[config.mk]
export PLATFORM = sky130hd
export DESIGN_NAME = fla_div
export DESIGN_NICKNAME = d
export VERILOG_FILES = /design/src/sv/fla_pkg.sv /design/src/sv/fla_div.sv
export SDC_FILE = /design/constraint.sdc
export NUM_CORES = 1
export LEC_CHECK = 0
export ABC_AREA = 0
export BUFFER_PORTS_ARGS = -buffer_cell sky130_fd_sc_hd__buf_2
export CORE_MARGIN = 2
export CORE_UTILIZATION = 40
export DETAILED_ROUTE_END_ITERATION = 10
export PLACE_DENSITY = 0.82
export SLEW_MARGIN = 5
export SYNTH_ARGS = -nofsm -noshare
export SYNTH_HDL_FRONTEND = slang
export SYNTH_SLANG_ARGS = --single-unit
export TNS_END_PERCENT = 50
[constraint.sdc]
create_clock -name i_clk -period 1.1 [get_ports i_clk]
set_input_delay 0.22 -clock i_clk [delete_from_list [all_inputs] [get_ports i_clk]]
set_output_delay 0.22 -clock i_clk [all_outputs]
set_load 0.01 [all_outputs]
[src/sv/fla_pkg.sv]
// ----------------------------------------------------------------------------
// fla_pkg: shared types and codes of the free-list allocator
// Function and status codes, field widths and the sequencer state type.
// ----------------------------------------------------------------------------
package fla_pkg;

    localparam int FUNC_W  = 2;
    localparam int STAT_W  = 2;
    localparam int REQ_W   = 15;
    localparam int ADDR_W  = 15;
    localparam int BYTES_W = 16;
    localparam int CFG_W   = 13;
    localparam int DIV_W   = 16;

    localparam logic [FUNC_W-1:0] FN_ALLOC = 2'd0;
    localparam logic [FUNC_W-1:0] FN_FREE  = 2'd1;
    localparam logic [FUNC_W-1:0] FN_STATS = 2'd2;

    localparam logic [STAT_W-1:0] ST_OK      = 2'd0;
    localparam logic [STAT_W-1:0] ST_NOFIT   = 2'd1;
    localparam logic [STAT_W-1:0] ST_BADADDR = 2'd2;
    localparam logic [STAT_W-1:0] ST_SCAN    = 2'd3;

    typedef enum logic [4:0] {
        S_CLR,
        S_IDLE,
        S_DIV,
        S_A_HEAD,
        S_A_HW,
        S_A_RD,
        S_A_EV,
        S_A_W2,
        S_F_RD,
        S_F_EV,
        S_F_RB,
        S_F_RU,
        S_F_RP,
        S_F_WP,
        S_S_HEAD,
        S_S_HW,
        S_S_RD,
        S_S_EV,
        S_DONE
    } t_state;

endpackage

[src/sv/fla_div.sv]
// ----------------------------------------------------------------------------
// fla_div: divide by the unit size
// Reciprocal multiply by a constant; o_done pulses in the cycle after i_start
// with quotient and remainder.
// ----------------------------------------------------------------------------
module fla_div #(
    parameter int UNIT_BYTES = 8
) (
    input  logic                           i_clk,
    input  logic                           i_rst_n,
    input  logic                           i_start,
    input  logic [fla_pkg::DIV_W-1:0]      i_dividend,
    output logic                           o_done,
    output logic [fla_pkg::DIV_W-1:0]      o_quot,
    output logic [$clog2(UNIT_BYTES):0]    o_rem
);

    localparam int RW = $clog2(UNIT_BYTES) + 1;
    localparam int DW = fla_pkg::DIV_W;
    localparam int SH = DW + $clog2(UNIT_BYTES);
    localparam int PW = SH + DW;
    localparam longint unsigned RECIP =
        ((64'd1 << SH) + 64'(UNIT_BYTES) - 64'd1) / 64'(UNIT_BYTES);

    logic [PW-1:0] w_prod;
    logic [DW-1:0] w_q, w_qd;
    logic [RW-1:0] w_r;
    logic          r_done;
    logic [DW-1:0] r_quot;
    logic [RW-1:0] r_rem;

    assign w_prod = PW'(i_dividend) * PW'(RECIP);
    assign w_q    = w_prod[SH +: DW];
    assign w_qd   = w_q * DW'(UNIT_BYTES);
    assign w_r    = RW'(i_dividend - w_qd);

    always_ff @(posedge i_clk) begin
        if (!i_rst_n) begin
            r_done <= 1'b0;
        end else begin
            r_done <= i_start;
        end
        if (i_start) begin
            r_quot <= w_q;
            r_rem  <= w_r;
        end
    end

    assign o_done = r_done;
    assign o_quot = r_quot;
    assign o_rem  = r_rem;

endmodule

Word level (Yosys, flattened, before mapping)

Index checks and enable logic that the tools add are counted.

Bits in registers: 18
Bits in latches: 0
Memory bits (writable): 0
Memory bits (read-only): 0
Bits of input ports: 19
Output and inout bits: 21
Logic and storage cells: 4
Memories kept: 0

Add/sub/neg operators: 1
Multiply operators: 0
Div/mod/pow operators: 0
Order comparisons: 0
Eq/ne operators: 0
Shift operators: 0
Multiplexer cells: 0
Bitwise operators: 0
Reductions and logical operators: 0

Operator list:

| operator         | count |
|---|---|
| 4-bit subtractor | 1 |

Depth between registers and ports, before layout

Word-level depth: 1
Mapped depth: 1
Mapped depth without buffers: 1

Worst setup path before layout

No wires, ideal clock.

Path kind: register -> output
Start: reg r_quot[0], in the netlist o_quot[0]
End: out o_quot[0] (netlist name)
Arrival: 0.394 ns
Required time: 0.880 ns
Path slack: 0.486 ns
Stages on the path, launching flop included: 1
Buffers on the path: 0
Cell sequence: edfxtp_1

RTL lines:

| what                   | line          | source |
|---|---|---|
| from (decl)            | fla_div.sv:29 | `logic [DW-1:0] r_quot;` |
| from (signal assigned) | fla_div.sv:44 | `r_quot <= w_q;` |
| to (decl)              | fla_div.sv:14 | `output logic [fla_pkg::DIV_W-1:0] o_quot,` |

No word-level cell between the ends.

Worst setup path in the final report

Start: reg r_quot[4], in the netlist o_quot[4]
End: out o_quot[4] (netlist name)

No word-level cell between the ends.

==> impl_metrics.env <==
export IMPL_core_um2=1280
export IMPL_slew_viol_final=0
export IMPL_synth_enable_flop_cells=16
export IMPL_portBuffers=35
export IMPL_cts_buffers=3
export IMPL_firstDrtPassIters=3
export IMPL_synthTopCellsByArea="edfxtp_1 89%, buf_4 5.6%, dfxtp_1 3.7%, and2_1 1.2%, conb_1 0.69%"
export IMPL_synth_top_area_frac=0.889
export IMPL_routed_wl_um=944
export IMPL_critPathRequiredTime_ns=0.88
export IMPL_num_rows=13
export IMPL_ys_warn_count=0
export IMPL_clockRootBuffer="clkbuf_4"
export IMPL_grt_max_degree=18
export IMPL_critPathCaptureType="output port"
export IMPL_status="finished clean"
export IMPL_cp_arrival_ns=0.82
export IMPL_critical_path_class="reg2out"
export IMPL_drtIter0Drc=7
export IMPL_crit_path_start_kind="register"
export IMPL_rsz0062_at_grt="false"
export IMPL_crit_path_max_fanout=1
export IMPL_p_leak_nw=0.334
export IMPL_synth_seq_area_share=0.926
export IMPL_cts_resized=0
export IMPL_syn_area_per_cell_um2=23.5
export IMPL_max_freq_mhz=966
export IMPL_grt_first_pass_wirelength_mm=1.13
export IMPL_postLayoutCoreUtil=0.577
export IMPL_syn_inst=23
export IMPL_hp_class="in2reg"
export IMPL_antenna_found_initial=0
export IMPL_clkSlewWorstSetupHoldPaths_ns=0.09
export IMPL_postCtsSetupRepairBufs=0
export IMPL_final_nets=81
export IMPL_critPathSlowestCell="edfxtp_1"
export IMPL_num_io_pins=40
export IMPL_period_minus_slack_ns=1.04
export IMPL_antenna_left=0
export IMPL_cts_path_max_buffers=2
export IMPL_grt_use_total=0.124
export IMPL_hold_buffers=0
export IMPL_post_synth_top_count_cell="edfxtp_1"
export IMPL_maxCapViolations=0
export IMPL_ir_worst_vdd_mv=0.917
export IMPL_cts_tree="yes"
export IMPL_via_per_inst=4.16
export IMPL_netlist_area_um2=541
export IMPL_synthArstFlopShare=0
export IMPL_critPathTopFamily="flip-flops"
export IMPL_grt_overflow_total=0
export IMPL_synth_flop_cell="edfxtp_1"
export IMPL_grt_pass1_vias=262
export IMPL_cts_sinks=17
export IMPL_fin_area_um2=742
export IMPL_dieWidth_um=40.8
export IMPL_synth_seq_cells=17
export IMPL_setup_viol=0
export IMPL_power_density_nw_per_um2=1630
export IMPL_finalCritPeriodShare=0.941
export IMPL_crit_start="o_quot[4]"
export IMPL_setup_tns_ns=0
export IMPL_initial_utilization=0.421
export IMPL_crit_path_max_incr_delay_ns=0.38
export IMPL_hp_start="i_dividend[12]"
export IMPL_cp_cell_sequence="buf_2"
export IMPL_drc_errors=0
export IMPL_p_total_w=0.00121
export IMPL_drive_above_1_share=0.623
export IMPL_whs_ns=0.109
export IMPL_hold_viol_final=0
export IMPL_cts_htree_levels=1
export IMPL_vias=316
export IMPL_synthTopCellsByCount="16 x edfxtp_1, 4 x buf_4, 1 x and2_1, 1 x conb_1, 1 x dfxtp_1"
export IMPL_gp_congestion=0.621
export IMPL_synth_top_area_cell="edfxtp_1"
export IMPL_dieHeight_um=40.8
export IMPL_wl_per_cell_um=12.4
export IMPL_area_growth_pct=37.3
export IMPL_die_area_um2=1660
export IMPL_ys_types=5
export IMPL_path_buf_inv=1
export IMPL_antenna_cells=0
export IMPL_dpl_cell_area_um2=716
[metrics by stage]
stage / instances / worst slack, ns
5_1_grt: 76 / 0.0242
2_1_floorplan: 26 / 0.486
3_5_place_dp: 72 / 0.216
3_3_place_gp: 72 / 0.247
4_1_cts: 76 / 0.0461
6_report: 76 / 0.0647
[cell type report]
cell class,count,area [um2]
Multi-Input combinational cell,5,21.3
Clock buffer,4,26.3
Fill cell,114,543
Timing Repair Buffer,35,175
Sequential cell,17,500
Tap cell,15,18.8
[registers in the layout, indices dropped and copies added, names as in the netlist]
register / cells
o_rem: 3
o_quot: 13
o_done: 1
[per-layer routing]
layer | up-vias | GRT usage | wire length (um)
met3 | 2 | 0.0163 | 63
met4 | 0 | 0.150 | 24
li1 | 151 | - | -
met2 | 14 | 0.187 | 491
met1 | 149 | 0.137 | 366
met5 | - | 0 | 0
[placed cells by master, fill, tap and decap left out]
cell type and n:
and2_1 1, buf_2 35, clkbuf_1 1, clkbuf_4 3, conb_1 4, dfxtp_1 1, edfxtp_1 16
[report_power, final]
group	total [W]	switching, W	internal, W
clock network	0.000318	0.000178	0.000141
registers	0.000772	0.0000110	0.000761
logic	0.000120	0.0000660	0.0000540
[cells by family (layout without fill, tap and decap cells)]
family	after synthesis	count (layout)	share of synthesized area
and+or+nand+nor	1	1	0.0116
DFF	17	17	0.926
other	1	4	0.00694
buffers and inverters	4	39	0.0556
[final timing paths]
path               endpoint  depth (start not counted)
setup / recovery  o_quot[4]                          1
hold / removal    o_quot[9]                          1
No activity file was read; power rests on OpenSTA's default activity.
